$ cat src/sv/sensor_delta_leb128_record_encoder_core_macros.svh
// ----------------------------------------------------------------------------
// Assertion macros for the sensor delta record encoder
// Clocked, reset-qualified property checks used by the top-level core.
// ----------------------------------------------------------------------------
`ifndef SENSOR_DELTA_LEB128_RECORD_ENCODER_CORE_MACROS_SVH
`define SENSOR_DELTA_LEB128_RECORD_ENCODER_CORE_MACROS_SVH

// Implication checked on every rising clock edge outside reset.
`define SDLRE_ASSERT_IMPL(label, ante, cons, msg) \
  label: assert property (@(posedge clk_i) disable iff (!rst_ni) (ante) |-> (cons)) \
    else $error(msg);

// Implication whose consequent is checked in the cycle after the antecedent.
`define SDLRE_ASSERT_NEXT(label, ante, cons, msg) \
  label: assert property (@(posedge clk_i) disable iff (!rst_ni) (ante) |=> (cons)) \
    else $error(msg);

`endif

$ cat src/sv/sdlre_pkg.sv
// ----------------------------------------------------------------------------
// sdlre_pkg
// Shared types and constants of the sensor delta record encoder.
// ----------------------------------------------------------------------------
package sdlre_pkg;

  localparam int unsigned InDataW  = 48;
  localparam int unsigned OutDataW = 8;
  localparam int unsigned ValW     = 14;
  localparam int unsigned DeltaW   = ValW + 1;
  localparam int unsigned QDepth   = 2;
  localparam int unsigned QAw      = (QDepth > 1) ? $clog2(QDepth) : 1;
  localparam int unsigned QCntW    = $clog2(QDepth + 1);

  // One classified sample: either an error marker or two deltas and a check byte.
  typedef struct packed {
    logic              err;
    logic [DeltaW-1:0] delta_t;
    logic [DeltaW-1:0] delta_h;
    logic [7:0]        xor_chk;
  } rec_t;

endpackage

$ cat src/sv/sensor_delta_leb128_record_encoder_core.sv
// ----------------------------------------------------------------------------
// sensor_delta_leb128_record_encoder_core
// Checks sensor sample CRCs and encodes temperature and humidity deltas as
// signed LEB128 records followed by a combined check byte.
//
//   Channel   Direction  Payload
//   s_axis    in         tdata: temp_word, temp_check, hum_word, hum_check;
//                        tuser: restart
//   m_axis    out        tdata: out_byte; tlast: last_byte; tuser: crc_error
//
// The front takes one sample per cycle while the queue has room.
// The back emits one record byte per cycle while the output is not stalled, so a good
// sample yields three to seven bytes and a dropped sample one byte at the output port.
// While a byte waits in the output register, the back waits with it.
// Reset clears the committed values, the queue and the output valid flag.
// ----------------------------------------------------------------------------
`include "sensor_delta_leb128_record_encoder_core_macros.svh"

module sensor_delta_leb128_record_encoder_core (
  input  logic                           clk_i,
  input  logic                           rst_ni,
  input  logic                           s_axis_tvalid,
  output logic                           s_axis_tready,
  // [15:0] temp_word, [23:16] temp_check, [39:24] hum_word, [47:40] hum_check
  input  logic [sdlre_pkg::InDataW-1:0]  s_axis_tdata,
  // [0] restart
  input  logic                           s_axis_tuser,
  output logic                           m_axis_tvalid,
  input  logic                           m_axis_tready,
  // [7:0] out_byte
  output logic [sdlre_pkg::OutDataW-1:0] m_axis_tdata,
  output logic                           m_axis_tlast,
  // [0] crc_error
  output logic                           m_axis_tuser
);
  import sdlre_pkg::*;

  rec_t             fr_rec, bk_rec;
  logic             fr_valid, fr_ready, bk_valid, bk_ready;
  logic [QCntW-1:0] q_count;

  sdlre_front u_front (
    .clk_i         (clk_i),
    .rst_ni        (rst_ni),
    .s_axis_tvalid (s_axis_tvalid),
    .s_axis_tready (s_axis_tready),
    .s_axis_tdata  (s_axis_tdata),
    .s_axis_tuser  (s_axis_tuser),
    .rec_valid_o   (fr_valid),
    .rec_ready_i   (fr_ready),
    .rec_o         (fr_rec)
  );

  sdlre_queue u_queue (
    .clk_i      (clk_i),
    .rst_ni     (rst_ni),
    .wr_valid_i (fr_valid),
    .wr_ready_o (fr_ready),
    .wr_data_i  (fr_rec),
    .rd_valid_o (bk_valid),
    .rd_ready_i (bk_ready),
    .rd_data_o  (bk_rec),
    .count_o    (q_count)
  );

  sdlre_back u_back (
    .clk_i         (clk_i),
    .rst_ni        (rst_ni),
    .rec_valid_i   (bk_valid),
    .rec_ready_o   (bk_ready),
    .rec_i         (bk_rec),
    .m_axis_tvalid (m_axis_tvalid),
    .m_axis_tready (m_axis_tready),
    .m_axis_tdata  (m_axis_tdata),
    .m_axis_tlast  (m_axis_tlast),
    .m_axis_tuser  (m_axis_tuser)
  );

  `SDLRE_ASSERT_IMPL(a_err_form, m_axis_tvalid && m_axis_tuser, m_axis_tlast && (m_axis_tdata == '0), "error result must be a single zero byte")
  `SDLRE_ASSERT_NEXT(a_rec_cont, m_axis_tvalid && m_axis_tready && !m_axis_tlast, m_axis_tvalid, "record bytes must follow without a gap")
  `SDLRE_ASSERT_IMPL(a_q_room, s_axis_tvalid && s_axis_tready, q_count < QCntW'(QDepth), "request accepted into a full queue")

endmodule

$ cat src/sv/sdlre_front.sv
// ----------------------------------------------------------------------------
// sdlre_front
// Accepts sample requests, checks both CRC bytes and forms the two deltas
// against its own copy of the committed values.
// ----------------------------------------------------------------------------
module sdlre_front (
  input  logic                          clk_i,
  input  logic                          rst_ni,
  input  logic                          s_axis_tvalid,
  output logic                          s_axis_tready,
  input  logic [sdlre_pkg::InDataW-1:0] s_axis_tdata,
  input  logic                          s_axis_tuser,
  output logic                          rec_valid_o,
  input  logic                          rec_ready_i,
  output sdlre_pkg::rec_t               rec_o
);
  import sdlre_pkg::*;

  localparam logic [7:0] CrcPoly = 8'h31;

  function automatic logic [7:0] crc8_word(input logic [15:0] word);
    logic [7:0] crc;
    logic       fb;
    crc = '0;
    for (int i = 15; i >= 0; i--) begin
      fb  = crc[7] ^ word[i];
      crc = {crc[6:0], 1'b0} ^ (fb ? CrcPoly : 8'h00);
    end
    return crc;
  endfunction

  logic [15:0]     temp_word;
  logic [7:0]      temp_check;
  logic [15:0]     hum_word;
  logic [7:0]      hum_check;
  logic            crc_ok;
  logic            accept;
  logic [ValW-1:0] t_val, h_val, t_base, h_base;
  logic [ValW-1:0] prev_t_d, prev_t_q, prev_h_d, prev_h_q;

  assign temp_word  = s_axis_tdata[15:0];
  assign temp_check = s_axis_tdata[23:16];
  assign hum_word   = s_axis_tdata[39:24];
  assign hum_check  = s_axis_tdata[47:40];

  assign crc_ok = (crc8_word(temp_word) == temp_check) && (crc8_word(hum_word) == hum_check);

  assign t_val  = temp_word[15:2];
  assign h_val  = hum_word[15:2];
  assign t_base = s_axis_tuser ? '0 : prev_t_q;
  assign h_base = s_axis_tuser ? '0 : prev_h_q;

  assign s_axis_tready = rec_ready_i;
  assign rec_valid_o   = s_axis_tvalid;
  assign accept        = s_axis_tvalid && rec_ready_i;

  always_comb begin
    rec_o.err     = !crc_ok;
    rec_o.delta_t = {1'b0, t_val} - {1'b0, t_base};
    rec_o.delta_h = {1'b0, h_val} - {1'b0, h_base};
    rec_o.xor_chk = temp_check ^ hum_check;
  end

  always_comb begin
    prev_t_d = prev_t_q;
    prev_h_d = prev_h_q;
    if (accept && crc_ok) begin
      prev_t_d = t_val;
      prev_h_d = h_val;
    end
  end

  always_ff @(posedge clk_i or negedge rst_ni) begin
    if (!rst_ni) begin
      prev_t_q <= '0;
      prev_h_q <= '0;
    end else begin
      prev_t_q <= prev_t_d;
      prev_h_q <= prev_h_d;
    end
  end

endmodule

$ cat src/sv/sdlre_queue.sv
// ----------------------------------------------------------------------------
// sdlre_queue
// Short first-in first-out queue of classified samples between the front
// and the back.
// ----------------------------------------------------------------------------
module sdlre_queue (
  input  logic                        clk_i,
  input  logic                        rst_ni,
  input  logic                        wr_valid_i,
  output logic                        wr_ready_o,
  input  sdlre_pkg::rec_t             wr_data_i,
  output logic                        rd_valid_o,
  input  logic                        rd_ready_i,
  output sdlre_pkg::rec_t             rd_data_o,
  output logic [sdlre_pkg::QCntW-1:0] count_o
);
  import sdlre_pkg::*;

  rec_t             mem_q [QDepth];
  logic [QAw-1:0]   wr_ptr_d, wr_ptr_q, rd_ptr_d, rd_ptr_q;
  logic [QCntW-1:0] cnt_d, cnt_q;
  logic             push, pop;

  assign wr_ready_o = (cnt_q != QCntW'(QDepth));
  assign rd_valid_o = (cnt_q != '0);
  assign rd_data_o  = mem_q[rd_ptr_q];
  assign count_o    = cnt_q;
  assign push       = wr_valid_i && wr_ready_o;
  assign pop        = rd_valid_o && rd_ready_i;

  always_comb begin
    wr_ptr_d = wr_ptr_q;
    rd_ptr_d = rd_ptr_q;
    cnt_d    = cnt_q;
    if (push) begin
      wr_ptr_d = (wr_ptr_q == QAw'(QDepth - 1)) ? '0 : wr_ptr_q + 1'b1;
    end
    if (pop) begin
      rd_ptr_d = (rd_ptr_q == QAw'(QDepth - 1)) ? '0 : rd_ptr_q + 1'b1;
    end
    if (push && !pop) begin
      cnt_d = cnt_q + 1'b1;
    end else if (pop && !push) begin
      cnt_d = cnt_q - 1'b1;
    end
  end

  always_ff @(posedge clk_i or negedge rst_ni) begin
    if (!rst_ni) begin
      wr_ptr_q <= '0;
      rd_ptr_q <= '0;
      cnt_q    <= '0;
    end else begin
      wr_ptr_q <= wr_ptr_d;
      rd_ptr_q <= rd_ptr_d;
      cnt_q    <= cnt_d;
    end
  end

  always_ff @(posedge clk_i) begin
    if (push) begin
      mem_q[wr_ptr_q] <= wr_data_i;
    end
  end

endmodule

$ cat src/sv/sdlre_back.sv
// ----------------------------------------------------------------------------
// sdlre_back
// Turns one classified sample into its record bytes, one signed LEB128 byte
// per cycle while the output is not stalled, and drives the registered output stream.
// ----------------------------------------------------------------------------
module sdlre_back (
  input  logic                           clk_i,
  input  logic                           rst_ni,
  input  logic                           rec_valid_i,
  output logic                           rec_ready_o,
  input  sdlre_pkg::rec_t                rec_i,
  output logic                           m_axis_tvalid,
  input  logic                           m_axis_tready,
  output logic [sdlre_pkg::OutDataW-1:0] m_axis_tdata,
  output logic                           m_axis_tlast,
  output logic                           m_axis_tuser
);
  import sdlre_pkg::*;

  localparam logic [1:0] SelTemp = 2'd0;
  localparam logic [1:0] SelHum  = 2'd1;
  localparam logic [1:0] SelChk  = 2'd2;

  logic              busy_d, busy_q;
  logic [1:0]        sel_d, sel_q;
  logic [DeltaW-1:0] n_d, n_q, dh_d, dh_q;
  logic [7:0]        xb_d, xb_q;
  logic              err_d, err_q;
  logic              out_free, emit, pop, fits;
  logic [7:0]        byte_val;
  logic              byte_last;
  logic              ov_d, ov_q;
  logic [7:0]        od_d, od_q;
  logic              ol_d, ol_q, ou_d, ou_q;

  assign out_free = !ov_q || m_axis_tready;
  assign emit     = busy_q && out_free;
  assign fits     = (&n_q[DeltaW-1:6]) || !(|n_q[DeltaW-1:6]);

  always_comb begin
    byte_val  = 8'h00;
    byte_last = 1'b0;
    if (err_q) begin
      byte_last = 1'b1;
    end else begin
      case (sel_q)
        SelTemp, SelHum: begin
          byte_val = {!fits, n_q[6:0]};
        end
        SelChk: begin
          byte_val  = xb_q;
          byte_last = 1'b1;
        end
        default: begin
          byte_val  = xb_q;
          byte_last = 1'b1;
        end
      endcase
    end
  end

  assign pop         = rec_valid_i && (!busy_q || (emit && byte_last));
  assign rec_ready_o = pop;

  always_comb begin
    busy_d = busy_q;
    sel_d  = sel_q;
    n_d    = n_q;
    dh_d   = dh_q;
    xb_d   = xb_q;
    err_d  = err_q;
    if (emit) begin
      if (byte_last) begin
        busy_d = 1'b0;
      end else if (fits) begin
        if (sel_q == SelTemp) begin
          n_d   = dh_q;
          sel_d = SelHum;
        end else begin
          sel_d = SelChk;
        end
      end else begin
        n_d = DeltaW'($signed(n_q) >>> 7);
      end
    end
    if (pop) begin
      busy_d = 1'b1;
      sel_d  = SelTemp;
      n_d    = rec_i.delta_t;
      dh_d   = rec_i.delta_h;
      xb_d   = rec_i.xor_chk;
      err_d  = rec_i.err;
    end
  end

  always_comb begin
    ov_d = ov_q;
    od_d = od_q;
    ol_d = ol_q;
    ou_d = ou_q;
    if (m_axis_tready) begin
      ov_d = 1'b0;
    end
    if (emit) begin
      ov_d = 1'b1;
      od_d = byte_val;
      ol_d = byte_last;
      ou_d = err_q;
    end
  end

  always_ff @(posedge clk_i or negedge rst_ni) begin
    if (!rst_ni) begin
      busy_q <= 1'b0;
      sel_q  <= SelTemp;
      err_q  <= 1'b0;
      ov_q   <= 1'b0;
    end else begin
      busy_q <= busy_d;
      sel_q  <= sel_d;
      err_q  <= err_d;
      ov_q   <= ov_d;
    end
  end

  always_ff @(posedge clk_i) begin
    n_q  <= n_d;
    dh_q <= dh_d;
    xb_q <= xb_d;
    od_q <= od_d;
    ol_q <= ol_d;
    ou_q <= ou_d;
  end

  assign m_axis_tvalid = ov_q;
  assign m_axis_tdata  = od_q;
  assign m_axis_tlast  = ol_q;
  assign m_axis_tuser  = ou_q;

endmodule
$ cat config.mk
export PLATFORM = sky130hd
export DESIGN_NAME = sensor_delta_leb128_record_encoder_core
export DESIGN_NICKNAME = d
export VERILOG_FILES = /design/src/sv/sdlre_pkg.sv /design/src/sv/sensor_delta_leb128_record_encoder_core.sv /design/src/sv/sdlre_front.sv /design/src/sv/sdlre_queue.sv /design/src/sv/sdlre_back.sv
export VERILOG_INCLUDE_DIRS = /design/src /design/src/sv
export SDC_FILE = /design/constraint.sdc
export NUM_CORES = 1
export LEC_CHECK = 0
export BUFFER_PORTS_ARGS = -buffer_cell sky130_fd_sc_hd__buf_2
export CORE_MARGIN = 2
export CORE_UTILIZATION = 25
export DETAILED_ROUTE_END_ITERATION = 16
export GPL_TIMING_DRIVEN = 0
export PLACE_DENSITY_LB_ADDON = 0.05
export RECOVER_POWER = 25
export SYNTH_ARGS = -nofsm -noshare
export SYNTH_HDL_FRONTEND = slang
export SYNTH_SLANG_ARGS = --single-unit
$ cat constraint.sdc
create_clock -name clk_i -period 5.5 [get_ports clk_i]
set_input_delay 1.375 -clock clk_i [delete_from_list [all_inputs] [get_ports clk_i]]
set_output_delay 1.375 -clock clk_i [all_outputs]
set_load 0.1 [all_outputs]
==> results.txt <==
----------------------------------------------------
[Setup path]
  Logic depth of the worst register-to-register path ... 3
  WS Path Type ... primary input to register
  Crit path launch type ... primary input
  CP Max Fanout ... 10
  Kind of capture point of the worst setup path ... register
  Required time at the endpoint of the critical path ... 5.82 ns
  Worst EP arrival ... 4.61 ns

[Logic synthesis]
  Cell types occupying the most area after synthesis ... edfxtp_1 45%, dfrtp_1 11%, xnor2_1 5.8%, ha_1 4.3%, mux2_1 3.7%
  Count of cell types in the netlist ... 54
  Fraction of the yosys area taken by sequential cells ... 55.88%
  Net count after synthesis ... 729
  Syn Area/Cell ... 13.07 µm²
  Most frequent cell after synthesis ... edfxtp_1
  Register bit count reported by yosys ... 163
  Most area-hungry cell type in the Yosys netlist ... edfxtp_1
  Cell Area, Synth ... 8428 µm²
  List of most frequent post-synthesis cells ... 126 x edfxtp_1, 56 x xnor2_1, 47 x nor2_1, 37 x dfrtp_1, 34 x nand2b_1
  Number of flops mapped to enable cells by yosys ... 126
  Flip-flop cell with the highest count after synthesis ... edfxtp_1
  Instance count of the mapped netlist ... 645
  Async SR Flop Fraction ... 22.70%
  Proportion of netlist area held by the largest area contributor ... 44.89%
  Yosys warning count ... 0

[Power]
  Relative contribution of combinational cells to total power ... 32.7%
  Sw frac ... 36.67%
  Share of total power in sequential cells ... 41.3%
  Switch Pwr ... 1.729 mW
  Peak VDD IR ... 223.6 µV
  Internal power summed over all cells ... 2.985 mW
  Fraction of power consumed by the clock network ... 25.9%
  Total power divided by cell area ... 475.0 nW/µm²
  Leak ... 3.806 nW

[Min path]
  Min-Delay Path Depth ... 0
  Class of the most critical hold timing path ... register to register

[Finish]
  Area delta synth->final ... 17.74%
  Total non-filler cell area in the finished layout ... 9923 µm²
  Fraction of layout instances using a drive strength above 1 ... 15.23%
  Number of diodes added for antenna fixing ... 0
  Filler cells ... 3,499
  Final #Nets ... 813
  Multi-input logic area ... 3576 µm²
  Register cell area after layout ... 4710 µm²

[Detailed routing]
  DRC violation count after routing ... 0
  First-pass iteration count of the detailed router ... 4
  Detail-routed net length per standard cell ... 17.50 µm
  Vias post-DR ... 5,062
  1st-iter DRT viols ... 199
  Mean number of vias per cell ... 4.254
  Routed wire length ... 20,830 µm
  Detail Route Antenna Nets ... 0

[Clock tree]
  CTS root buffer ... clkbuf_16
  Clock buffer count from CTS ... 17
  Number of hold buffers added after cts ... 0
  # H-tree levels ... 4
  Maximum clock insertion buffer count ... 2
  Number of buffers added for setup after CTS ... 0
  Clock-pin transition on the worst setup and hold timing paths ... 0.07 ns
  Cells resized by post-CTS repair ... 0
  Worst-Skew Late Latency ... 0.43 ns
  Count of clock tree sinks ... 163
  CTS tree ... yes

[Die]
  Die Span Y ... 187.6 µm
  Initial core utilization ... 25.26%
  Overall die area ... 35,200 µm²
  Horizontal die dimension ... 187.6 µm
  Number of cell rows ... 67
  Number of top-level pins ... 65
  Core footprint ... 33,360 µm²

[STA]
  Final period utilization ... 78.02%
  Final hold violation count ... 0
  Slew margin rel. ... -66.00%
  RSZ-0062 raised after global routing ... no
  Summed negative setup slack over all endpoints ... 0 ns
  Pin slew with the least headroom to its limit ... 2.490 ns
  Fin. max-slew vios ... 73
  Setup ws final ... 1.209 ns
  Fmax ... 0.2331 GHz
  Post-route clock skew ... 0.01099 ns
  Clock period minus final worst setup slack ... 4.291 ns
  Number of endpoints failing setup at the final stage ... 0

[Global routing]
  Total Routing Usage GR ... 12.29%
  Via count of the first global-routing pass ... 5,250
  Maximum number of pins on one net before global-route repair ... 38
  Global-route wire length before repair ... 31,760 µm
  Aggregate global routing overflow ... 0
  Number of antenna violations at the first check in global routing ... 0

[Flow run]
  MaxCap Viol Count ... 2

[Placement]
  Post-Place Setup Slack ... 0.6987 ns
  Sum of net half-perimeters after detailed placement ... 15,670 µm
  Port bufs ... 63
  Placer Congestion ... 0.8109
  DP Area ... 9354 µm²

[Run status]
  Outcome ... finished with violations
  Violated checks ... capacitance limit, slew limit

----------------------------------------------------
[power groups by stage]
stage	logic [mW]	clock network, mW	registers, mW
floorplan	0.907	0	2.14
global placement	1.55	0	1.98
detailed placement	1.60	0	1.98
CTS	1.60	1.26	1.95
global route	1.69	1.31	1.99
finish	1.54	1.22	1.95
[critical path, cell delays in order]
cell and delay [ns]:
buf_2 0.14, xnor3_1 0.44, xor2_2 0.32, xnor3_1 0.56, xnor2_1 0.17, or3_1 0.33, a211oi_2 0.22, nand3_2 0.22
nor2_8 0.27, buf_6 0.22, mux2_1 0.34
[worst paths after layout]
kind	from	end	slack, ns
hold / removal	u_back.err_q$_DFFE_PN0P_	u_back.m_axis_tuser$_DFFE_PP_	0.46
min in group asynchronous	rst_ni	u_back.err_q$_DFFE_PN0P_	1.71
setup / recovery	s_axis_tdata[34]	u_front.prev_t_q[1]$_DFFE_PN0P_	1.21
setup reg to reg	u_queue.count_o[0]$_DFFE_PN0P_	u_queue.mem_q[1][12]$_DFFE_PP_	2.55
max in group asynchronous	rst_ni	u_front.prev_t_q[6]$_DFFE_PN0P_	2.36
hold reg to reg	u_back.err_q$_DFFE_PN0P_	u_back.m_axis_tuser$_DFFE_PP_	0.46
[sequential cells by signal (all words and copies together) (netlist names)]
register              count
u_queue.mem_q            78
u_back.dh_q              15
u_back.n_q               15
u_front.prev_h_q         14
u_front.prev_t_q         14
u_back.m_axis_tdata       8
u_back.xb_q               8
u_back.sel_q              2
u_queue.count_o           2
u_back.busy_q             1
u_back.err_q              1
u_back.m_axis_tlast       1
u_back.m_axis_tuser       1
u_back.m_axis_tvalid      1
u_queue.rd_ptr_q          1
u_queue.wr_ptr_q          1
[metrics by stage]
step                      power [mW]  utilization [%]  std cells  hold slack, ns
final                          4.714            29.74       1190          0.4634
after global routing           4.990            29.74       1190          0.4849
after CTS                      4.812            29.82       1190          0.4649
after detailed placement       3.574            28.04       1158          0.4476
after global placement         3.535            27.89       1156          0.4318
after floorplan                3.051                -        645          0.4231
[cell type report]
| type | count | area share, % |
|---|---|---|
| sequential | 163 | 47.46 |
| inverter | 21 | 0.7944 |
| timing repair buffer | 65 | 3.291 |
| buffer | 16 | 0.7691 |
| clock inverter | 15 | 1.715 |
| tap | 448 | 5.649 |
| multi-input combinational | 445 | 36.04 |
| clock buffer | 17 | 4.287 |
[logic make-up (layout without fill, tap and decap cells)]
logic type	Yosys count	in the layout	share of synthesized area [%]
buf+inv	37	134	1.826
simple gates	159	159	9.843
compound gates	85	85	6.473
xor+xnor	95	95	11.54
fa+ha+maj	31	31	4.780
flops	163	163	55.88
mux	75	75	9.664
[routing by layer]
metal	track usage (%)	wire length, µm
met5	0	0
met4	4.664	408
met3	2.208	623
met2	19.27	9472
met1	16.90	10330
[layout by cell type, fill, tap and decap left out, types with 13 or more instances in the layout]
cell type / Yosys / final
nor2_1: 47 / 46
clkbuf_16: 0 / 17
edfxtp_1: 126 / 126
xor2_1: 28 / 28
buf_2: 0 / 54
nand2b_1: 34 / 34
o21ai_1: 14 / 13
xnor2_1: 56 / 56
inv_1: 20 / 20
clkbuf_1: 12 / 23
a21oi_1: 24 / 24
mux2i_1: 24 / 24
nand2_1: 21 / 21
nor2b_1: 18 / 18
a211oi_1: 14 / 14
mux2_2: 23 / 15
dfrtp_1: 37 / 37
ha_1: 29 / 29
mux2_1: 28 / 36
No activity file was read; power rests on OpenSTA's default activity.
